File: src/assert_macros.svh
// Assertion helpers shared by the RTL; every check runs on clk and is off in reset.
`ifndef ASSERT_MACROS_SVH
`define ASSERT_MACROS_SVH

// Check a condition at every clock edge.
`define CLSR_ASSERT(lbl, expr, msg) \
  lbl: assert property (@(posedge clk) disable iff (!rst_n) (expr)) else $error(msg);

// Check that a condition implies another at the same edge.
`define CLSR_ASSERT_IMP(lbl, ante, cons, msg) \
  lbl: assert property (@(posedge clk) disable iff (!rst_n) (ante) |-> (cons)) else $error(msg);

// Check that a condition implies another at the next edge.
`define CLSR_ASSERT_NXT(lbl, ante, cons, msg) \
  lbl: assert property (@(posedge clk) disable iff (!rst_n) (ante) |=> (cons)) else $error(msg);

`endif

File: src/clsr_pkg.sv
package clsr_pkg;

  localparam int unsigned WORD_W          = 31;
  localparam int unsigned TABLE_DEPTH_DEF = 32;
  // Warm-up steps beyond the table depth before the table is loaded.
  localparam int unsigned WARM_EXTRA      = 8;

  typedef logic [WORD_W-1:0] word_t;

  // Moduli are 2^31 minus a small fold constant.
  localparam word_t       MOD_ONE   = 31'd2147483563;
  localparam word_t       MOD_TWO   = 31'd2147483399;
  localparam logic [15:0] MUL_ONE   = 16'd40014;
  localparam logic [15:0] MUL_TWO   = 16'd40692;
  localparam logic [7:0]  FOLD_ONE  = 8'd85;
  localparam logic [7:0]  FOLD_TWO  = 8'd249;
  localparam word_t       SEED_ONE  = 31'd1;
  localparam word_t       SEED_TWO  = 31'd123456789;

  typedef enum logic [4:0] {
    S_IDLE     = 5'b00001,
    S_WARM_MUL = 5'b00010,
    S_WARM_RED = 5'b00100,
    S_DRAW_RD  = 5'b01000,
    S_DRAW     = 5'b10000
  } state_t;

endpackage

File: src/clsr_lcg_step.sv
module clsr_lcg_step import clsr_pkg::*; #(
  parameter logic [15:0] MUL  = MUL_ONE,
  parameter logic [7:0]  FOLD = FOLD_ONE
) (
  input  logic  clk,
  input  logic  load,
  input  word_t state_in,
  output word_t state_out
);

  localparam logic [31:0] MODULUS = 32'h8000_0000 - {24'd0, FOLD};

  logic [46:0] prod_r;
  logic [23:0] hi_scaled;
  logic [31:0] fold_sum;

  // Register the product of the multiplier and the current state.
  always_ff @(posedge clk) begin
    if (load) begin
      prod_r <= {31'd0, MUL} * {16'd0, state_in};
    end
  end

  // Fold the bits above 2^31 back in, since 2^31 is FOLD modulo the modulus.
  assign hi_scaled = {8'd0, prod_r[46:31]} * {16'd0, FOLD};
  assign fold_sum  = {1'b0, prod_r[30:0]} + {8'd0, hi_scaled};

  // The folded sum stays below twice the modulus: one subtract finishes it.
  always_comb begin
    if (fold_sum >= MODULUS) begin
      state_out = word_t'(fold_sum - MODULUS);
    end else begin
      state_out = fold_sum[30:0];
    end
  end

endmodule

File: src/combined_lcg_shuffle_rng_top.sv
// Combined two-generator random source with a shuffle table. A draw item
// (action 0) reads the shuffle table memory and forms both generator products
// as it is accepted, then reduces them, combines with the table word and
// writes the slot back in S_DRAW. A reseed item (action 1) runs the warm-up
// steps of generator 1, each a multiply state (S_WARM_MUL) then a reduce state
// (S_WARM_RED), and then the draw through S_DRAW_RD and S_DRAW. Results sit
// in an output register backed by one skid entry, so an item is taken while an
// earlier result still waits. out_random_word is an integer in 1..2147483562;
// divide it by 2147483563 to get a deviate. The table comes out of reset as
// all zeros through per-slot valid flags, with no clearing pass.
`include "assert_macros.svh"

module combined_lcg_shuffle_rng_top import clsr_pkg::*; #(
  parameter int unsigned TABLE_DEPTH = TABLE_DEPTH_DEF
) (
  input  logic  clk,
  input  logic  rst_n,
  input  logic  in_valid,
  output logic  in_ready,
  input  logic  in_action,
  input  word_t in_seed_value,
  output logic  out_valid,
  input  logic  out_ready,
  output word_t out_random_word
);

  localparam int unsigned SLOT_W     = $clog2(TABLE_DEPTH);
  localparam int unsigned WARM_STEPS = TABLE_DEPTH + WARM_EXTRA;
  localparam int unsigned CNT_W      = $clog2(WARM_STEPS);
  localparam logic [31:0] SLOT_DIV   =
    32'd1 + (({1'b0, MOD_ONE} - 32'd1) / 32'(TABLE_DEPTH));
  localparam logic [31:0] WRAP_ADD   = {1'b0, MOD_ONE} - 32'd1;

  state_t             state_r;
  word_t              x_r;
  word_t              y_r;
  word_t              last_r;
  logic [CNT_W-1:0]   cnt_r;
  logic [SLOT_W-1:0]  slot_r;
  logic [SLOT_W-1:0]  slot_sel;
  logic [CNT_W-1:0]   warm_slot;

  word_t              tbl_mem [TABLE_DEPTH];
  logic [TABLE_DEPTH-1:0] tbl_vld_r;
  word_t              rd_data_r;
  logic               rd_vld_r;
  logic               tbl_we;
  logic               tbl_re;
  logic [SLOT_W-1:0]  tbl_waddr;

  word_t              x_new;
  word_t              y_new;
  word_t              tbl_word;
  word_t              seed_eff;
  word_t              draw_word;
  logic [31:0]        diff;
  logic [31:0]        diff_wrap;
  logic               g1_load;
  logic               g2_load;
  logic               in_fire;
  logic               res_valid;

  logic               out_valid_r;
  word_t              out_word_r;
  logic               skid_valid_r;
  word_t              skid_word_r;
  logic               out_free;

  assign in_ready        = (state_r == S_IDLE) && !skid_valid_r;
  assign in_fire         = in_valid && in_ready;
  assign out_valid       = out_valid_r;
  assign out_random_word = out_word_r;
  assign seed_eff        = (in_seed_value == '0) ? SEED_ONE : in_seed_value;

  // Generator step units: registered multiply, then fold and reduce.
  assign g1_load = in_fire || (state_r == S_WARM_MUL) || (state_r == S_DRAW_RD);
  assign g2_load = in_fire || (state_r == S_DRAW_RD);

  clsr_lcg_step #(.MUL(MUL_ONE), .FOLD(FOLD_ONE)) u_gen_one (
    .clk       (clk),
    .load      (g1_load),
    .state_in  (x_r),
    .state_out (x_new)
  );

  clsr_lcg_step #(.MUL(MUL_TWO), .FOLD(FOLD_TWO)) u_gen_two (
    .clk       (clk),
    .load      (g2_load),
    .state_in  (y_r),
    .state_out (y_new)
  );

  // Pick the slot: highest threshold k*SLOT_DIV that the last output reaches.
  always_comb begin
    slot_sel = '0;
    for (int k = 1; k < TABLE_DEPTH; k++) begin
      if ({1'b0, last_r} >= 32'(k) * SLOT_DIV) begin
        slot_sel = SLOT_W'(k);
      end
    end
  end

  // Warm-up writes land from the top slot down to slot 0.
  assign warm_slot = CNT_W'(WARM_STEPS - 1) - cnt_r;

  assign tbl_re    = (in_fire && !in_action) || (state_r == S_DRAW_RD);
  assign tbl_we    = ((state_r == S_WARM_RED) && (cnt_r >= CNT_W'(WARM_EXTRA)))
                     || (state_r == S_DRAW);
  assign tbl_waddr = (state_r == S_DRAW) ? slot_r : warm_slot[SLOT_W-1:0];

  // Shuffle table memory: one write port, one registered read port.
  always_ff @(posedge clk) begin
    if (tbl_we) begin
      tbl_mem[tbl_waddr] <= x_new;
    end
    if (tbl_re) begin
      rd_data_r <= tbl_mem[slot_sel];
      slot_r    <= slot_sel;
    end
  end

  // Track written slots so the table reads as zeros after reset.
  always_ff @(posedge clk) begin
    if (!rst_n) begin
      tbl_vld_r <= '0;
      rd_vld_r  <= 1'b0;
    end else begin
      if (tbl_we) begin
        tbl_vld_r[tbl_waddr] <= 1'b1;
      end
      if (tbl_re) begin
        rd_vld_r <= tbl_vld_r[slot_sel];
      end
    end
  end

  // Combine the table word with generator 2 and wrap results below one.
  assign tbl_word  = rd_vld_r ? rd_data_r : '0;
  assign diff      = {1'b0, tbl_word} - {1'b0, y_new};
  assign diff_wrap = diff + WRAP_ADD;
  assign draw_word = (diff[31] || (diff == '0)) ? diff_wrap[30:0] : diff[30:0];
  assign res_valid = (state_r == S_DRAW);

  // Sequencer: a draw item goes straight to the draw; a reseed runs warm-up, then the draw.
  always_ff @(posedge clk) begin
    if (!rst_n) begin
      state_r <= S_IDLE;
      x_r     <= SEED_ONE;
      y_r     <= SEED_TWO;
      last_r  <= '0;
      cnt_r   <= '0;
    end else begin
      unique case (state_r)
        S_IDLE: begin
          if (in_fire) begin
            if (in_action) begin
              x_r     <= seed_eff;
              y_r     <= seed_eff;
              cnt_r   <= '0;
              state_r <= S_WARM_MUL;
            end else begin
              state_r <= S_DRAW;
            end
          end
        end
        S_WARM_MUL: begin
          state_r <= S_WARM_RED;
        end
        S_WARM_RED: begin
          x_r   <= x_new;
          cnt_r <= cnt_r + 1'b1;
          if (cnt_r == CNT_W'(WARM_STEPS - 1)) begin
            last_r  <= x_new;
            state_r <= S_DRAW_RD;
          end else begin
            state_r <= S_WARM_MUL;
          end
        end
        S_DRAW_RD: begin
          state_r <= S_DRAW;
        end
        S_DRAW: begin
          x_r     <= x_new;
          y_r     <= y_new;
          last_r  <= draw_word;
          state_r <= S_IDLE;
        end
        default: begin
          state_r <= S_IDLE;
        end
      endcase
    end
  end

  // Output register with one skid entry behind it.
  assign out_free = !out_valid_r || out_ready;

  always_ff @(posedge clk) begin
    if (!rst_n) begin
      out_valid_r  <= 1'b0;
      skid_valid_r <= 1'b0;
    end else if (out_free) begin
      if (skid_valid_r) begin
        out_valid_r  <= 1'b1;
        skid_valid_r <= res_valid;
      end else begin
        out_valid_r  <= res_valid;
      end
    end else if (res_valid) begin
      skid_valid_r <= 1'b1;
    end
  end

  always_ff @(posedge clk) begin
    if (out_free) begin
      if (skid_valid_r) begin
        out_word_r  <= skid_word_r;
        skid_word_r <= draw_word;
      end else begin
        out_word_r  <= draw_word;
      end
    end else if (res_valid) begin
      skid_word_r <= draw_word;
    end
  end

  // Checks on sequencing and result delivery.
  `CLSR_ASSERT(a_skid_behind_out, !skid_valid_r || out_valid_r, "skid full with output empty")
  `CLSR_ASSERT_NXT(a_accept_next, in_fire, (state_r == S_DRAW) || (state_r == S_WARM_MUL), "accepted item did not start")
  `CLSR_ASSERT_NXT(a_draw_delivers, res_valid, out_valid_r && (last_r != '0), "draw result lost or zero")
  `CLSR_ASSERT_IMP(a_draw_after_read, res_valid, ($past(state_r) == S_IDLE) || ($past(state_r) == S_DRAW_RD), "draw without table read")

endmodule
File: config.mk
export PLATFORM = sky130hd
export DESIGN_NAME = combined_lcg_shuffle_rng_top
export DESIGN_NICKNAME = d
export VERILOG_FILES = /design/src/clsr_pkg.sv /design/src/clsr_lcg_step.sv /design/src/combined_lcg_shuffle_rng_top.sv
export VERILOG_INCLUDE_DIRS = /design/src /design/src/src
export SDC_FILE = /design/constraint.sdc
export NUM_CORES = 2
export LEC_CHECK = 0
export ABC_CLOCK_PERIOD_IN_PS = 15400
export BUFFER_PORTS_ARGS = -buffer_cell sky130_fd_sc_hd__clkbuf_2
export CAP_MARGIN = 20
export CORE_MARGIN = 2
export CORE_UTILIZATION = 40
export DETAILED_ROUTE_END_ITERATION = 7
export PLACE_DENSITY = 0.65
export SLEW_MARGIN = 10
export SYNTH_ARGS = -nofsm -noshare
export SYNTH_HDL_FRONTEND = slang
export SYNTH_SLANG_ARGS = --single-unit
File: constraint.sdc
create_clock -name clk -period 15.4 [get_ports clk]
set_input_delay 3.08 -clock clk [delete_from_list [all_inputs] [get_ports clk]]
set_output_delay 3.08 -clock clk [all_outputs]
set_load 0.01 [all_outputs]
# ---- After elaboration in Yosys (flattened, before gate mapping)
# Memories as Yosys holds them, arrays and structs flattened. A register that Yosys moved wholly into a read port is not among the register bits.
# Cells that the tools add are included.
dict set report totals {
  register_bits 297
  ram_bits 992
  inputBits 36
  output_inout_bits 33
  wordCells 167
  n_memories 1
}
# name depth word_bits read_ports rd_ports_with_merged_regs write_ports line_no
set memory_table {}
lappend memory_table {tbl_mem 32 31 1 1 1 combined_lcg_shuffle_rng_top.sv:43} ;# word_t tbl_mem [TABLE_DEPTH];
dict set report classes {
  add_sub_neg 8
  mul 4
  magnitude_cmp 37
  eq_ne 10
  mux 64
  bitwise 1
  reduce_logical 28
}
# operator count
set ops {}
lappend ops {{31-bit >= comparator (second input constant)} 15}
lappend ops {{31-bit 2-to-1 mux} 12}
lappend ops {{31-bit by 30-bit >= comparator with 1-bit output (second input constant)} 8}
lappend ops {{31-bit one-hot mux with 2 select lines} 3}
lappend ops {{5-bit 2-to-1 mux} 33}
lappend ops {{31-bit by 29-bit >= comparator with 1-bit output (second input constant)} 4}
lappend ops {{32-bit by 31-bit >= comparator with 1-bit output (second input constant)} 2}
lappend ops {{31-bit by 28-bit >= comparator with 1-bit output (second input constant)} 2}
lappend ops {{31-bit subtractor (second input constant)} 2}
lappend ops {{15-bit by 31-bit multiplier with 46-bit output (first input constant)} 1}
lappend ops {{14-bit by 31-bit multiplier with 45-bit output (first input constant)} 1}
lappend ops {{31-bit by 23-bit adder with 32-bit output} 1}
lappend ops {{31-bit by 24-bit adder with 32-bit output} 1}
lappend ops {{32-bit zero test} 1}
lappend ops {{32-bit bitwise OR} 1}
lappend ops {{31-bit by 31-bit subtractor with 32-bit output} 1}
lappend ops {{31-bit adder (second input constant)} 1}
lappend ops {{31-bit by 26-bit >= comparator with 1-bit output (second input constant)} 1}
lappend ops {{31-bit by 27-bit >= comparator with 1-bit output (second input constant)} 1}
lappend ops {{31-bit zero test} 1}
lappend ops {{16-bit by 8-bit multiplier with 24-bit output (second input constant)} 1}
lappend ops {{16-bit by 7-bit multiplier with 23-bit output (second input constant)} 1}
lappend ops {{5-bit one-hot mux with 4 select lines} 1}
lappend ops {{5-bit by 6-bit less-than comparator with 1-bit output (second input constant)} 2}
lappend ops {{25 further kinds} 55}

# ---- Depth between registers and ports, before layout
dict set report depth {
  depth_word 34
  mapped_depth 44
  ltp_nobuf 42
}

# ---- Modules after synthesis
# Synthesis repeated with hierarchy kept, for this count alone.
dict set report unflattened {
  hier_cells 6386
  area_unflattened_um2 79284.8
}
# mod n_inst cells_per_inst area_each_um2 seq_area_each_um2
set by_module_without_submodules {}
lappend by_module_without_submodules {combined_lcg_shuffle_rng_top 1 3565 52125.0 35494.0}
lappend by_module_without_submodules {{clsr_lcg_step at u_gen_two} 1 1516 14913.1 1351.3}
lappend by_module_without_submodules {{clsr_lcg_step at u_gen_one} 1 1305 12246.7 1381.3}

# ---- Worst setup path after synthesis
# Ideal clock, no wire load.
dict set report synth_path {
  path_type {reg-to-reg}
  start {reg u_gen_two.prod_r[35]}
  end {reg out_word_r[20], in the netlist out_random_word[20], data pin}
  setup_ps 260
  t_arrival_ps 9726
  required_time_ps 15140
  setup_slack_ps 5414
  stages_incl_launch_ff 38
  n_path_buf 2
  synth_period_minus_slack_ps 9986
  cell_sequence {edfxtp_1 > inv_1 > fa_1 > fa_1 > inv_1 > fa_1 > inv_1 > fa_1 > inv_1 > ha_1 > a2111oi_0 > o21ai_2 > nand2_2 > o31a_1 > xnor2_1 > nor4b_4 > and3_1 > nand4_1 > [... 2 more ...] > clkbuf_1 > nand4b_1 > xor2_1 > ha_1 > clkbuf_1 > a21o_1 > a21o_1 > a211oi_1 > nand2_1 > a211o_1 > and3b_1 > or4_1 > a32o_1 > nor4b_2 > a41oi_2 > or4b_1 > and2_1 > mux2_2}
}
dict set report synth_between {
  elab_chain_len 9
  word_cells_on_any_way 11
  cone_classes {4 x add/sub; 1 x mul; 1 x order compare; 3 x mux; 2 x reduce/logical}
}
# item line_no
set synth_rtl {}
lappend synth_rtl {{start, declared} clsr_lcg_step.sv:13} ;# logic [46:0] prod_r;
lappend synth_rtl {{start signal, assigned} clsr_lcg_step.sv:20} ;# prod_r <= {31'd0, MUL} * {16'd0, state_in};
lappend synth_rtl {{16-bit by 8-bit multiplier with 24-bit output *} clsr_lcg_step.sv:25} ;# assign hi_scaled = {8'd0, prod_r[46:31]} * {16'd0, FOLD};
lappend synth_rtl {{31-bit by 24-bit adder with 32-bit output *} clsr_lcg_step.sv:26} ;# assign fold_sum = {1'b0, prod_r[30:0]} + {8'd0, hi_scaled};
lappend synth_rtl {{31-bit subtractor or 32-bit by 31-bit >= comparator with 1-bit output (tied branches)} {clsr_lcg_step.sv:31, clsr_lcg_step.sv:30}}
lappend synth_rtl {{31-bit 2-to-1 mux *} clsr_lcg_step.sv:30} ;# if (fold_sum >= MODULUS) begin
lappend synth_rtl {{31-bit by 31-bit subtractor with 32-bit output *} combined_lcg_shuffle_rng_top.sv:139} ;# assign diff = {1'b0, tbl_word} - {1'b0, y_new};
lappend synth_rtl {{parallel branches: the longest is 2 deep, another holds 31-bit adder} --}
lappend synth_rtl {{31-bit 2-to-1 mux *} combined_lcg_shuffle_rng_top.sv:141} ;# assign draw_word = (diff[31] || (diff == '0)) ? diff_wrap[30:0] : diff[30:0];
lappend synth_rtl {{net draw_word[20]} combined_lcg_shuffle_rng_top.sv:55} ;# word_t draw_word;
lappend synth_rtl {{31-bit 2-to-1 mux *} combined_lcg_shuffle_rng_top.sv:216} ;# if (skid_valid_r) begin
lappend synth_rtl {{end signal, assigned} combined_lcg_shuffle_rng_top.sv:217} ;# out_word_r <= skid_word_r;
lappend synth_rtl {{end signal, assigned} combined_lcg_shuffle_rng_top.sv:220} ;# out_word_r <= draw_word;
lappend synth_rtl {{end, declared} combined_lcg_shuffle_rng_top.sv:64} ;# word_t out_word_r;
# Mark *: on every way through the listed nets, which the timed path passes.
# A chain may end at the register's enable or synchronous reset.

# ---- Final worst setup path
dict set report layout_path {
  start {reg u_gen_two.prod_r[32]}
  end {reg out_word_r[21], in the netlist out_random_word[21], data pin}
}
dict set report layout_between {
  elab_chain_len 9
  word_cells_on_any_way 11
  cone_classes {4 x add/sub; 1 x mul; 1 x order compare; 3 x mux; 2 x reduce/logical}
}
# item line_no
set layout_rtl {}
lappend layout_rtl {{16-bit by 8-bit multiplier with 24-bit output *} clsr_lcg_step.sv:25}
lappend layout_rtl {{31-bit by 24-bit adder with 32-bit output *} clsr_lcg_step.sv:26}
lappend layout_rtl {{31-bit subtractor or 32-bit by 31-bit >= comparator with 1-bit output (tied branches)} {clsr_lcg_step.sv:31, clsr_lcg_step.sv:30}}
lappend layout_rtl {{31-bit 2-to-1 mux *} clsr_lcg_step.sv:30}
lappend layout_rtl {{31-bit by 31-bit subtractor with 32-bit output *} combined_lcg_shuffle_rng_top.sv:139}
lappend layout_rtl {{parallel branches: the longest is 2 deep, another holds 31-bit adder} --}
lappend layout_rtl {{31-bit 2-to-1 mux *} combined_lcg_shuffle_rng_top.sv:141}
lappend layout_rtl {{31-bit 2-to-1 mux *} combined_lcg_shuffle_rng_top.sv:216}
# Every way passes the cells marked *.

==> results by stage <==
Worst setup path:
- The worst register-to-register path begins at u_gen_two.prod_r[32].
- The worst endpoint required time is 15.88 ns.
- The peak per-stage delay on the critical path is 0.61 ns.
- The cell family contributing the most delay on the critical path is simple AND/OR/NAND/NOR gates.
- In this run the worst path has a maximum fanout of 27.
- The sort of element at the start of the critical path is a flop.
- The cell with the largest stage delay on the worst path is sky130_fd_sc_hd__or4_1.
- The type of the worst setup path is flop to flop.
- Data on the critical path arrives at its endpoint at 11.98 ns.
- The most critical setup path has its startpoint at u_gen_two.prod_r[32].
- The combined buffer and inverter count along the critical path is 5.
- The slack of the worst reg-to-reg path is 3.91 ns.
- The critical path capture point type is a flop.

CTS:
- Clock-pin slew was measured on the worst setup and hold paths at 0.06 ns.
- In this run, CTS created clock tree buffers numbering 140.
- The clock passes through at most 3 buffers.
- In this run the clock root is driven by a sky130_fd_sc_hd__clkbuf_16.
- Buffers inserted to repair hold after CTS numbered 0.
- The depth of the CTS H-tree is 4.
- Clock tree synthesis found a total of 1320 sinks.
- Gates resized during post-CTS repair numbered 0.
- At the later pin of the worst-skew pair, clock insertion delay measures 0.81 ns.
- The buffer count from post-CTS setup fixing is 0.
- The clock tree from TritonCTS is built.

Finish:
- The count of filler cells inserted in the layout is 17150.
- The final net count is 7711.
- Measured on the finished design, the core utilization comes to 0.449.
- The post-synthesis to final-layout area growth is 11.4%.
- In the final layout, the share of cells above drive strength 1 is 0.0800.
- The final non-filler cell total is 9374.

Die:
- The die boundary width is 442 µm.
- During I/O placement, the number of pins put on the boundary was 69.
- For this configuration, the core starts out at a cell density of 0.403.
- The die covers 195000 µm².
- The number of cell rows is 160.
- The floorplan die height is 442 µm.
- The core area is 190000 µm².

Timing:
- Subtracting the final worst setup slack from the clock period gives 11.49 ns.
- The final max-slew violation count came to 0.
- Setup violations remaining at the end of the flow were counted as 0.
- Setup repair after global routing left no endpoint under its margin.
- The transition time at the pin with the least slew margin is 1.15 ns.
- The number of failing hold endpoints at the final stage is 0.
- Derived from the worst setup path, the maximum achievable clock frequency is 87.0 MHz.
- The clock arrives with 0.0559 ns of skew.
- The share of the clock period used by the worst path after layout is 0.746.
- The relative max-transition margin is 0.227.
- The final critical-path setup slack is 3.91 ns.
- Adding up every negative setup slack in the final design gives 0 ns.

Global routing:
- The number of global-route vias before repair is 52692.
- The global routing usage summed across all routing layers is 0.239.
- Entering global routing, the biggest net connects 187 pins.
- The first global-routing pass estimated 345 mm of wire.
- The number of antenna violations at the first check in global routing was 17.
- The global-route congestion overflow total is 0.

Place:
- The half-perimeter wire length of the detailed placement result is 160 mm.
- The number of placed instances, taps included is 9110.
- Before CTS, the worst setup slack after placement is 4.10 ns.
- The number of I/O port buffers is 68.
- Routability-driven placement finished with a final weighted congestion of 0.953.

Synth:
- For this run, asynchronously set or reset flops after synthesis account for 0.
- Synthesis produced a netlist whose cell count is 6701.
- Of all cell types, the one taking the most synthesized area is sky130_fd_sc_hd__edfxtp_1.
- The number of enable-type register cells in the synthesized netlist is 1181.
- The Yosys warning count is 0.
- The share of synthesized area occupied by flip-flops and latches is 0.499.
- The area share of the largest cell type after synthesis is 0.463.
- Summing every instance area after synthesis gives 76600 µm².
- When the netlist entered floorplanning its net count stood at 7668.
- In this run the mean area of a mapped cell was 11.4 µm².
- By instance count, the leading cell after synthesis is sky130_fd_sc_hd__edfxtp_1.
- By area the synthesized netlist is led by sky130_fd_sc_hd__edfxtp_1 46%, sky130_fd_sc_hd__fa_1 12%, sky130_fd_sc_hd__ha_1 7.9%.
- The number of different library cells in the post-synthesis netlist is 96.
- For this run, the leading register cell type out of synthesis is sky130_fd_sc_hd__edfxtp_1.
- Synthesis inferred 1320 register bits.
- By count the netlist is led by 1181 x sky130_fd_sc_hd__edfxtp_1, 1168 x sky130_fd_sc_hd__nand2_1, 571 x sky130_fd_sc_hd__inv_1.

Run:
- The max-cap violation count is 0.

Detailed routing:
- After detailed routing, the number of remaining DRC violations is 0.
- The wire length per cell after detailed routing is 25.0 µm.
- After the first detailed-routing iteration, the DRC count stood at 5425.
- The first detailed-routing pass took 8 iterations.
- The number of routed nets with antenna violations is 0.
- The routed layout has 53369 vias.
- After detailed routing, the total wire length is 234 mm.
- Dividing the detail-routed via count by the number of cells gives 5.69.

Outcome:
- The run finished with clean final reports.

Min path:
- The min-delay analysis places its worst path in the category flop to flop.
- In this run the most critical hold path is launched from tbl_vld_r[12].
-- through the flow --
step / instance area, µm² / hold slack (ns)
floorplan: 76600 / 0.434
global placement: 80400 / 0.444
detailed placement: 80500 / 0.457
CTS: 85200 / 0.472
global route: 85300 / 0.504
finish: 85300 / 0.471
-- layer usage --
metal | vias to the layer above | track usage | share of wire
met5 | - | 0 | 0.00020
met4 | 8 | 0.103 | 0.047
met3 | 467 | 0.0360 | 0.078
met2 | 2348 | 0.400 | 0.48
met1 | 26704 | 0.308 | 0.39
li1 | 23842 | - | -
-- logic make-up (layout without fill, tap and decap cells) --
| family | after synthesis | count (layout) | share of synthesized area |
|---|---|---|---|
| multiplexers | 99 | 99 | 0.0137 |
| other | 0 | 4 | 0 |
| adder cells (fa/ha/maj) | 931 | 931 | 0.196 |
| AO/OA/AOI/OAI | 914 | 914 | 0.0826 |
| XOR/XNOR | 224 | 224 | 0.0256 |
| flip-flops | 1320 | 1320 | 0.499 |
| buffers and inverters | 861 | 1019 | 0.0423 |
| AND/OR/NAND/NOR | 2352 | 2352 | 0.140 |
-- layout make-up --
class                      instances  area (µm²)  area share
inverter                         573        2160      0.0253
clock inverter                    73        1010      0.0118
clock buffer                     184        3750      0.0440
multi-input combinational       4520       35700       0.418
antenna                            4        10.0    0.000117
timing repair buffer             189        1320      0.0155
tap                             2511        3140      0.0368
sequential                      1320       38200       0.448
-- worst min-delay path: stages (launching register included) --
cell	delay, ns
sky130_fd_sc_hd__dfxtp_1	0.32
sky130_fd_sc_hd__nor2_1	0.05
sky130_fd_sc_hd__nor2_1	0.07
-- flip-flops by register name, summed over array words and instances (netlist names), 5 cells and up --
register	cells
cnt_r	6
last_r	31
out_random_word	31
rd_data_r	31
skid_word_r	31
slot_r	5
state_r	5
tbl_mem	992
tbl_vld_r	32
u_gen_one.prod_r	46
u_gen_two.prod_r	45
x_r	31
y_r	31
-- layout by cell type (no fill, tap or decap), types with 83 or more instances in the layout --
master,n
sky130_fd_sc_hd__inv_1,570
sky130_fd_sc_hd__a31oi_1,97
sky130_fd_sc_hd__nor2_1,258
sky130_fd_sc_hd__nand3_1,382
sky130_fd_sc_hd__xnor2_1,118
sky130_fd_sc_hd__o21ai_0,111
sky130_fd_sc_hd__a32oi_1,98
sky130_fd_sc_hd__buf_4,114
sky130_fd_sc_hd__dfxtp_1,138
sky130_fd_sc_hd__edfxtp_1,1181
sky130_fd_sc_hd__a21oi_1,180
sky130_fd_sc_hd__ha_1,485
sky130_fd_sc_hd__xor2_1,83
sky130_fd_sc_hd__fa_1,446
sky130_fd_sc_hd__nand2_1,1165
sky130_fd_sc_hd__clkbuf_16,141
-- final timing paths --
kind / endpoint / depth (start not counted)
worst min register to register: tbl_vld_r[12] / 2
worst min-delay path: tbl_vld_r[12] / 2
worst max-delay path: out_random_word[21] / 41
worst max register to register: out_random_word[21] / 41
Power is not shown: default switching activity piles up to over one toggle a cycle in this logic, so the estimate is an artifact.
